### src/bole_pkg.sv
package bole_pkg;

    // request codes
    typedef enum logic [2:0] {
        REQ_ORDERED = 3'd0,
        REQ_HEAD    = 3'd1,
        REQ_REMOVE  = 3'd2,
        REQ_SEARCH  = 3'd3,
        REQ_INCR    = 3'd4
    } t_req_code;

    // result status codes
    localparam logic [1:0] STATUS_OK       = 2'd0;
    localparam logic [1:0] STATUS_FULL     = 2'd1;
    localparam logic [1:0] STATUS_EMPTY    = 2'd2;
    localparam logic [1:0] STATUS_NOTFOUND = 2'd3;

    localparam logic signed [31:0] VALUE_MAX = 32'sh7FFF_FFFF;

    typedef struct packed {
        logic [2:0]         req_type;
        logic signed [31:0] value;
    } t_req;

    typedef struct packed {
        logic [1:0]         status;
        logic [3:0]         position;
        logic signed [31:0] removed_value;
        logic [4:0]         entry_count;
    } t_rsp;

    // per-node update
    typedef enum logic [1:0] {
        NODE_HOLD = 2'd0,
        NODE_INS  = 2'd1,
        NODE_DEL  = 2'd2,
        NODE_INC  = 2'd3
    } t_node_op;

    typedef struct packed {
        t_node_op op;
        logic     cmp_en;
    } t_node_cmd;

endpackage

### src/bounded_ordered_list_engine.sv
// Flow: remove head, insert at head, increment all and rejected items go from acceptance
//   straight to S_APPLY; ordered insert and search pass S_CMP and S_SCAN first, the scan
//   stopping at the first match or at the element count; S_APPLY waits for a free output.
// Throughput: one item in flight; the position scan steps one slot per cycle.
// Reset: synchronous, active low; clears the element count and the handshake state.
//   Stored element values are left as they are; no clearing pass is run.
module bounded_ordered_list_engine #(
    parameter int LIST_DEPTH = 16
) (
    input  logic           i_clk,
    input  logic           i_rst_n,
    input  logic           i_req_valid,
    output logic           o_req_ready,
    input  bole_pkg::t_req i_req,
    output logic           o_rsp_valid,
    input  logic           i_rsp_ready,
    output bole_pkg::t_rsp o_rsp
);

    localparam int PW = (LIST_DEPTH > 1) ? $clog2(LIST_DEPTH) : 1;  // slot index
    localparam int CW = $clog2(LIST_DEPTH + 1);                     // count
    localparam logic [CW-1:0] DEPTH_C = CW'(LIST_DEPTH);

    // S_CMP latches every node's compare flags, S_SCAN walks them from the head
    // for the first hit, S_APPLY updates the whole row at once and loads the
    // result register when the output is free.
    typedef enum logic [1:0] {
        S_IDLE,
        S_CMP,
        S_SCAN,
        S_APPLY
    } t_state;

    t_state             r_state;
    logic [2:0]         r_req_type;
    logic signed [31:0] r_value;
    logic [CW-1:0]      r_idx;
    logic [PW-1:0]      r_pos;
    logic [1:0]         r_status;
    bole_pkg::t_node_op r_op;
    logic [CW-1:0]      r_count;
    logic               r_rsp_valid;
    bole_pkg::t_rsp     r_rsp;

    logic signed [31:0]  w_data [LIST_DEPTH];
    logic [LIST_DEPTH-1:0] w_le;
    logic [LIST_DEPTH-1:0] w_eq;
    bole_pkg::t_node_cmd w_cmd;
    logic                w_out_free;
    logic                w_load;
    logic                w_hit;
    logic                w_full;
    logic                w_empty;
    logic [CW-1:0]       w_count_next;

    assign w_out_free = !r_rsp_valid || i_rsp_ready;
    assign w_load     = (r_state == S_APPLY) && w_out_free;
    assign w_full     = (r_count == DEPTH_C);
    assign w_empty    = (r_count == '0);

    // first-hit test at the scan pointer: less-or-equal for ordered insert,
    // equality for search
    assign w_hit = (r_req_type == bole_pkg::REQ_ORDERED) ? w_le[r_idx[PW-1:0]]
                                                         : w_eq[r_idx[PW-1:0]];

    always_comb begin
        w_cmd.cmp_en = (r_state == S_CMP);
        w_cmd.op     = w_load ? r_op : bole_pkg::NODE_HOLD;
    end

    always_comb begin
        case (r_op)
            bole_pkg::NODE_INS: w_count_next = r_count + CW'(1);
            bole_pkg::NODE_DEL: w_count_next = r_count - CW'(1);
            default:            w_count_next = r_count;
        endcase
    end

    // the row: each node shifts from its left neighbor on insert and from its
    // right neighbor on remove
    for (genvar g = 0; g < LIST_DEPTH; g++) begin : g_row
        logic signed [31:0] w_left;
        logic signed [31:0] w_right;
        if (g == 0) begin : g_first
            assign w_left = r_value;
        end else begin : g_mid_l
            assign w_left = w_data[g-1];
        end
        if (g == LIST_DEPTH - 1) begin : g_last
            assign w_right = w_data[g];
        end else begin : g_mid_r
            assign w_right = w_data[g+1];
        end
        bole_node #(
            .IDX_W (PW),
            .INDEX (g)
        ) u_node (
            .i_clk   (i_clk),
            .i_cmd   (w_cmd),
            .i_pos   (r_pos),
            .i_value (r_value),
            .i_left  (w_left),
            .i_right (w_right),
            .o_data  (w_data[g]),
            .o_le    (w_le[g]),
            .o_eq    (w_eq[g])
        );
    end

    always_ff @(posedge i_clk) begin
        if (!i_rst_n) begin
            r_state     <= S_IDLE;
            r_count     <= '0;
            r_rsp_valid <= 1'b0;
            r_op        <= bole_pkg::NODE_HOLD;
        end else begin
            if (r_rsp_valid && i_rsp_ready) begin
                r_rsp_valid <= 1'b0;
            end
            case (r_state)
                S_IDLE: begin
                    if (i_req_valid) begin
                        r_req_type <= i_req.req_type;
                        r_value    <= i_req.value;
                        r_idx      <= '0;
                        r_pos      <= '0;
                        r_status   <= bole_pkg::STATUS_OK;
                        r_op       <= bole_pkg::NODE_HOLD;
                        r_state    <= S_APPLY;
                        case (i_req.req_type)
                            bole_pkg::REQ_ORDERED: begin
                                if (w_full) begin
                                    r_status <= bole_pkg::STATUS_FULL;
                                end else begin
                                    r_op    <= bole_pkg::NODE_INS;
                                    r_state <= S_CMP;
                                end
                            end
                            bole_pkg::REQ_HEAD: begin
                                if (w_full) begin
                                    r_status <= bole_pkg::STATUS_FULL;
                                end else begin
                                    r_op <= bole_pkg::NODE_INS;
                                end
                            end
                            bole_pkg::REQ_REMOVE: begin
                                if (w_empty) begin
                                    r_status <= bole_pkg::STATUS_EMPTY;
                                end else begin
                                    r_op <= bole_pkg::NODE_DEL;
                                end
                            end
                            bole_pkg::REQ_SEARCH: begin
                                r_state <= S_CMP;
                            end
                            bole_pkg::REQ_INCR: begin
                                r_op <= bole_pkg::NODE_INC;
                            end
                            default: begin
                                // unused codes: no operation
                            end
                        endcase
                    end
                end
                S_CMP: begin
                    r_state <= S_SCAN;
                end
                S_SCAN: begin
                    if (r_idx >= r_count) begin
                        // no hit: ordered insert goes to the tail
                        if (r_req_type == bole_pkg::REQ_ORDERED) begin
                            r_pos <= r_count[PW-1:0];
                        end else begin
                            r_status <= bole_pkg::STATUS_NOTFOUND;
                        end
                        r_state <= S_APPLY;
                    end else if (w_hit) begin
                        r_pos   <= r_idx[PW-1:0];
                        r_state <= S_APPLY;
                    end else begin
                        r_idx <= r_idx + CW'(1);
                    end
                end
                S_APPLY: begin
                    if (w_out_free) begin
                        r_count                <= w_count_next;
                        r_rsp_valid            <= 1'b1;
                        r_rsp.status           <= r_status;
                        r_rsp.position         <= 4'(r_pos);
                        r_rsp.removed_value    <= (r_op == bole_pkg::NODE_DEL) ? w_data[0]
                                                                               : 32'sd0;
                        r_rsp.entry_count      <= 5'(w_count_next);
                        r_state                <= S_IDLE;
                    end
                end
                default: begin
                    r_state <= S_IDLE;
                end
            endcase
        end
    end

    assign o_req_ready = (r_state == S_IDLE);
    assign o_rsp_valid = r_rsp_valid;
    assign o_rsp       = r_rsp;

    // count stays within the row
    a_count_bound: assert property (@(posedge i_clk) disable iff (!i_rst_n)
        r_count <= DEPTH_C)
        else $error("element count beyond depth");

    // no insert issued into a full row
    a_no_ins_full: assert property (@(posedge i_clk) disable iff (!i_rst_n)
        (w_cmd.op == bole_pkg::NODE_INS) |-> (r_count < DEPTH_C))
        else $error("insert into full row");

    // scan pointer never passes the count
    a_scan_bound: assert property (@(posedge i_clk) disable iff (!i_rst_n)
        (r_state == S_SCAN) |-> (r_idx <= r_count))
        else $error("scan pointer past count");

    // reported count matches the count held after the update
    a_count_report: assert property (@(posedge i_clk) disable iff (!i_rst_n)
        w_load |=> (o_rsp.entry_count == 5'(r_count)))
        else $error("reported count mismatch");

endmodule

### src/bole_node.sv
// One list slot: holds an element, compares it against the broadcast value,
// and on command takes the left neighbor, the right neighbor, the new value,
// or its own value plus one (held at the maximum value).
module bole_node #(
    parameter int IDX_W = 4,
    parameter int INDEX = 0
) (
    input  logic                  i_clk,
    input  bole_pkg::t_node_cmd   i_cmd,
    input  logic [IDX_W-1:0]      i_pos,
    input  logic signed [31:0]    i_value,
    input  logic signed [31:0]    i_left,
    input  logic signed [31:0]    i_right,
    output logic signed [31:0]    o_data,
    output logic                  o_le,
    output logic                  o_eq
);

    localparam logic [IDX_W-1:0] MY_IDX = IDX_W'(INDEX);

    logic signed [31:0] r_data;
    logic               r_le;
    logic               r_eq;

    always_ff @(posedge i_clk) begin
        if (i_cmd.cmp_en) begin
            r_le <= (i_value <= r_data);
            r_eq <= (i_value == r_data);
        end
        case (i_cmd.op)
            bole_pkg::NODE_INS: begin
                if (MY_IDX == i_pos) begin
                    r_data <= i_value;
                end else if (MY_IDX > i_pos) begin
                    r_data <= i_left;
                end
            end
            bole_pkg::NODE_DEL: begin
                r_data <= i_right;
            end
            bole_pkg::NODE_INC: begin
                if (r_data != bole_pkg::VALUE_MAX) begin
                    r_data <= r_data + 32'sd1;
                end
            end
            default: begin
            end
        endcase
    end

    assign o_data = r_data;
    assign o_le   = r_le;
    assign o_eq   = r_eq;

endmodule
### config.mk
export PLATFORM = sky130hd
export DESIGN_NAME = bounded_ordered_list_engine
export DESIGN_NICKNAME = d
export VERILOG_FILES = /design/src/bole_pkg.sv /design/src/bounded_ordered_list_engine.sv /design/src/bole_node.sv
export SDC_FILE = /design/constraint.sdc
export NUM_CORES = 2
export LEC_CHECK = 0
export ABC_AREA = 1
export ABC_CLOCK_PERIOD_IN_PS = 12600
export BUFFER_PORTS_ARGS = -buffer_cell sky130_fd_sc_hd__clkbuf_2
export CAP_MARGIN = 0
export CORE_MARGIN = 8
export CORE_UTILIZATION = 45
export CTS_CLUSTER_DIAMETER = 50
export DETAILED_ROUTE_END_ITERATION = 12
export PLACE_DENSITY = 0.64
export SLEW_MARGIN = 20
export SYNTH_ARGS = -nofsm -noshare
export SYNTH_HDL_FRONTEND = slang
export SYNTH_HIERARCHICAL = 1
export SYNTH_SLANG_ARGS = --single-unit
### constraint.sdc
create_clock -name i_clk -period 12.6 [get_ports i_clk]
set_clock_uncertainty 0.1 [all_clocks]
set_input_delay 1.26 -clock i_clk [delete_from_list [all_inputs] [get_ports i_clk]]
set_output_delay 1.26 -clock i_clk [all_outputs]
set_load 0.02 [all_outputs]
After elaboration in Yosys (flattened, before gate mapping)
Index checks and enable logic that the tools add are counted.
{"block": "totals", "regBits": 643, "out_inout_bits": 45}
{"block": "classes", "n_addsub": 19, "muxes": 100, "order_cmp": 34, "n_reduce_logical": 37, "eq_ne": 100}
{"op": "$mux 32", "n": 48}
{"op": "$pmux 32 s3", "n": 15}
{"op": "$add 32x2->32 const B", "n": 16}
{"op": "$eq 32x32->1", "n": 16}
{"op": "$le 32x32->1", "n": 16}
{"op": "$ne 32x32->1 const B", "n": 16}
{"op": "$pmux 32 s2", "n": 1}
{"op": "$reduce_and 3->1", "n": 19}
{"op": "$ne 3x1->1 const B", "n": 16}
{"op": "$eq 4x4->1 const A", "n": 8}
{"op": "$gt 4x4->1 const A", "n": 8}
{"op": "$ne 2x1->1 const B", "n": 16}
{"op": "$mux 2", "n": 11}
{"op": "$pmux 5 s2", "n": 2}
{"op": "$eq 3x4->1 const A", "n": 4}
{"op": "$gt 3x4->1 const A", "n": 4}
{"op": "$mux 4", "n": 4}
{"op": "$mux 5", "n": 3}
{"op": "$reduce_and 5->1", "n": 3}
{"op": "$ne 2x2->1 const B", "n": 6}
{"op": "$pmux 2 s2", "n": 3}
{"op": "$add 5x1->5 const B", "n": 2}
{"op": "$eq 2x2->1 const B", "n": 5}
{"op": "$bmux 1 s4", "n": 2}
{"op": "28 further kinds", "n": 46}

Logic depth before layout (Yosys ltp)
{"block": "depth", "depth_word": 7, "depth_mapped": 15, "mapped_depth_nobuf": 15}

Cells and area by module
Netlist, hierarchy kept.
{"mod": "bole_node (g_row[3].u_node ...)", "seq_area_each_um2": 1021.0, "area_each_um2": 3692.3, "n_inst": 2, "cells_per_inst": 544}
{"mod": "bounded_ordered_list_engine", "seq_area_each_um2": 2872.8, "area_each_um2": 4424.2, "n_inst": 1, "cells_per_inst": 424}
{"mod": "bole_node (g_row[9].u_node)", "seq_area_each_um2": 1021.0, "area_each_um2": 3769.9, "n_inst": 1, "cells_per_inst": 537}
{"mod": "bole_node (g_row[14].u_node)", "seq_area_each_um2": 1021.0, "area_each_um2": 3741.1, "n_inst": 1, "cells_per_inst": 531}
{"mod": "bole_node (g_row[7].u_node)", "seq_area_each_um2": 1021.0, "area_each_um2": 3723.6, "n_inst": 1, "cells_per_inst": 532}
{"mod": "bole_node (g_row[4].u_node)", "seq_area_each_um2": 1021.0, "area_each_um2": 3716.1, "n_inst": 1, "cells_per_inst": 537}
{"mod": "bole_node (g_row[13].u_node)", "seq_area_each_um2": 1021.0, "area_each_um2": 3713.6, "n_inst": 1, "cells_per_inst": 530}
{"mod": "bole_node (g_row[11].u_node)", "seq_area_each_um2": 1021.0, "area_each_um2": 3696.0, "n_inst": 1, "cells_per_inst": 535}
{"mod": "bole_node (g_row[15].u_node)", "seq_area_each_um2": 1021.0, "area_each_um2": 3691.0, "n_inst": 1, "cells_per_inst": 535}
{"mod": "bole_node (g_row[10].u_node)", "seq_area_each_um2": 1021.0, "area_each_um2": 3686.0, "n_inst": 1, "cells_per_inst": 547}
{"mod": "bole_node (g_row[1].u_node)", "seq_area_each_um2": 1021.0, "area_each_um2": 3681.0, "n_inst": 1, "cells_per_inst": 535}
{"mod": "bole_node (g_row[12].u_node)", "seq_area_each_um2": 1021.0, "area_each_um2": 3677.3, "n_inst": 1, "cells_per_inst": 541}
{"mod": "bole_node (g_row[0].u_node)", "seq_area_each_um2": 1021.0, "area_each_um2": 3672.3, "n_inst": 1, "cells_per_inst": 534}
{"mod": "bole_node (g_row[6].u_node)", "seq_area_each_um2": 1021.0, "area_each_um2": 3664.8, "n_inst": 1, "cells_per_inst": 545}
{"mod": "+2 rows"}

Worst setup path after synthesis
Ideal clock, no wire load.
{"block": "synth_path", "kind": "input-to-reg", "startpoint": "input port i_rsp_ready", "endpoint": "register g_row[15].u_node.r_data[0] (enable)", "path_stages": 8, "setup_time_ps": 466, "required_time_ps": 12034, "slack_ps": 5956, "arrival_ps": 6078, "cell_sequence": "nor2_1 nor2_1 inv_1 clkbuf_1 nor2_1 inv_1 ha_1 o21ai_0"}
{"element": "from (decl)", "line": "bounded_ordered_list_engine.sv:16", "source": "input logic i_rsp_ready,"}
{"element": "to (signal assigned)", "line": "bole_node.sv:33", "source": "r_data <= i_value;"}
{"element": "to (signal assigned)", "line": "bole_node.sv:35", "source": "r_data <= i_left;"}
{"element": "to (signal assigned)", "line": "bole_node.sv:39", "source": "r_data <= i_right;"}
{"element": "to (decl)", "line": "bole_node.sv:21", "source": "logic signed [31:0] r_data;"}

==> run metrics <==
status=complete, no violations; worst-margin pin slew=~1.3 ns; number of global-route vias before repair=between 60000 and 70000; global route hottest layer=met2; Detailed Place HPWL=around 220000 um; number of primary I/O pins=84; die area=153500 sq um; peak supply drop=between 0.0001 and 0.00015 V; CTS tree=done; mapped cell area=around 64000 sq um; Post-Synth Adder-Cell Area=11.63%; drt pass-1 iters=9; Vias/cell=6.132; H-tree Lvls=3; Max-slew headroom=around 11%; Sink Count=approximately 640; Mean Syn Cell Area=~7 sq um; register bit total from synthesis=between 600 and 700; postcts setup bufs=0; Final GP Congestion=slightly above 1; utilization after layout=~50%; clock slew at reported path FFs=0.06 ns; Max Fclk=roughly 0.21 GHz; Setup crit end kind=flop; largest net degree at the start of global routing=44; min-delay worst type=reg2reg; Static Leak=roughly 30 nW; crit path max fanout=32; met1 usage=approximately 51%; worst-skew pair later-pin latency=between 0.7 and 0.8 ns; post-cts sizing count=0; drt total wl=300600 um; worst path required time=about 13 ns; cell row count=roughly 140; Final Setup Violations=0; effective utilization at floorplan=roughly 45%; first-pass GRT wire length=429600 um; cell taking the most area after synthesis=edfxtp_1; Post-synth EDFFs=around 630; period utilisation layout=between 30% and 40%; Ys Warns=6; critical path class=in2reg; Syn Inst Count=~9000; drc violations=0; Max Cap Viol=0; Worst Setup Start Kind=input port; Post-synth top flop=edfxtp_1; Power Density=between 100 and 150 nW/um^2; final setup TNS=0 ns; M3 GR Usage=8.704%; Design Power=~7.7 mW; Final Hold Vio Count=0; Synth Net Count=~9700; Final Max Slew Viols=0; mux cell area share after synthesis=0%; largest family of logic cells by synthesized area=simple AND/OR/NAND/NOR gates; Yosys top cell area share=29.92%; Compound-Gate Fraction of Synth Area=approximately 15%; gr usage total=~38%; Synth Area in XOR/XNOR=less than 1%; Area Overhead vs Synth=10.25%; Port Buf Inserts=between 80 and 90; most frequent cells in the layout=2154 x nand2_1, 1050 x nor2_1, 1039 x inv_1; hold-fix buffers at CTS=0; crit path DAT=around 5 ns; top cells by area, synth=edfxtp_1 30%, nand2_1 13%, ha_1 12%, nor2_1 6.3%, inv_1 6.1%; Synth cell types=slightly below 70; asr flop ratio synth=0%; Clock Path Buffers=3; RSZ-0062 raised after global routing=no; min cycle time layout=between 4 and 5 ns; core area=between 100000 and 150000 sq um; DR iter-0 viols=around 9000; Final nets=about 9700; met2 Track Usage GR=between 50% and 60%; Die Span X=around 390 um; vias=between 60000 and 70000; most common library cell in the layout ignoring fill and taps=nand2_1; layout cells sized above 1=8.899%; initial antenna violation count=11; clock root cell=clkbuf_16; WL/cell=27.15 um; DRT antenna net count=0; Simple-Gate Fraction of Synth Area=~34%; grt total ovfl=0; Die Y=a little under 400 um; Seq/Total Area, Yosys=a little under a third; CTS Buf Count=~110
[synthesized netlist by cell type, drive strengths merged, types with 5 or more instances]
library cell	instances
a31oi	10
o311ai	5
nor2	1169
o211ai	288
xor2	35
nor3b	8
o21a	59
and3	12
clkinv	14
o221ai	55
a21o	16
o21ai	805
nor4	41
nand3	794
nand2	2227
clkbuf	195
or2	22
nor3	229
ha	589
dfxtp	10
a21oi	388
nand4	182
edfxtp	633
inv	1107
o21bai	45
buf	68
[cell families after synthesis]
kind of cell,Yosys count
XOR/XNOR,37
flip-flops,643
buffers and inverters,1384
AO/OA/AOI/OAI,1689
adder cells (fa/ha/maj),590
AND/OR/NAND/NOR,4692
[final cells by class]
type | instances | area [sq um]
well taps | 1890 | 2365
flip-flops and latches | 643 | 19210
multi-input cells | 7008 | 39080
clock buffers | 113 | 2710
fillers | 14360 | 70850
inverters | 1121 | 4209
diodes | 1 | 2.502
clock inverters | 86 | 1062
repair buffers | 210 | 1409
[where the power goes]
group | total, mW | switching, mW | internal [mW]
registers | 2.72 | 0.156 | 2.56
logic | 1.84 | 1.31 | 0.526
clock network | 3.15 | 1.20 | 1.95
[critical path, cell delays in order]
cell and delay, ns:
clkbuf_2 0.08, nor2_1 0.05, nor2_1 0.14, inv_1 0.31, nor2_4 0.17, buf_4 0.37
ha_1 0.86, inv_1 0.48, nand2_1 0.14, o21ai_0 0.14, a21oi_4 0.88
[layer usage]
metal | vias up | part of all wire, %
met5 | - | 0.011
met1 | 31840 | 40
met2 | 4219 | 42
met4 | 4 | 6.2
met3 | 790 | 12
li1 | 31040 | -
[flip-flops by register name, indices dropped and copies added, names as in the netlist, 3 cells and up]
signal	cells
g_row.u_node/o_data	512
g_row.u_node/o_eq	16
g_row.u_node/o_le	16
g_row.w_left	32
o_rsp	43
r_count	5
r_idx	5
r_pos	4
r_req_type	3
[final timing paths]
path               startpoint  slack [ns]                          to  cells after the start
setup reg to reg   r_state[0]        7.96  g_row[4].u_node/o_data[17]                     11
hold / removal    r_status[0]        0.32                   o_rsp[41]                      0
hold reg to reg   r_status[0]        0.32                   o_rsp[41]                      0
setup / recovery  i_rsp_ready        7.91  g_row[4].u_node/o_data[17]                     11
[stage by stage]
stage / hold WS (ns) / instance area, sq um / std cells / worst slack, ns
after global routing: 0.3379 / 70040 / 11070 / 7.765
after detailed placement: 0.3056 / 66190 / 10870 / 7.002
final: 0.3173 / 70050 / 11070 / 7.908
after floorplan: 0.3003 / 63530 / 9035 / 5.956
after CTS: 0.3193 / 69960 / 11070 / 7.766
after global placement: 0.3012 / 66180 / 10870 / 7.068
Power figures use the tool's default switching activity.
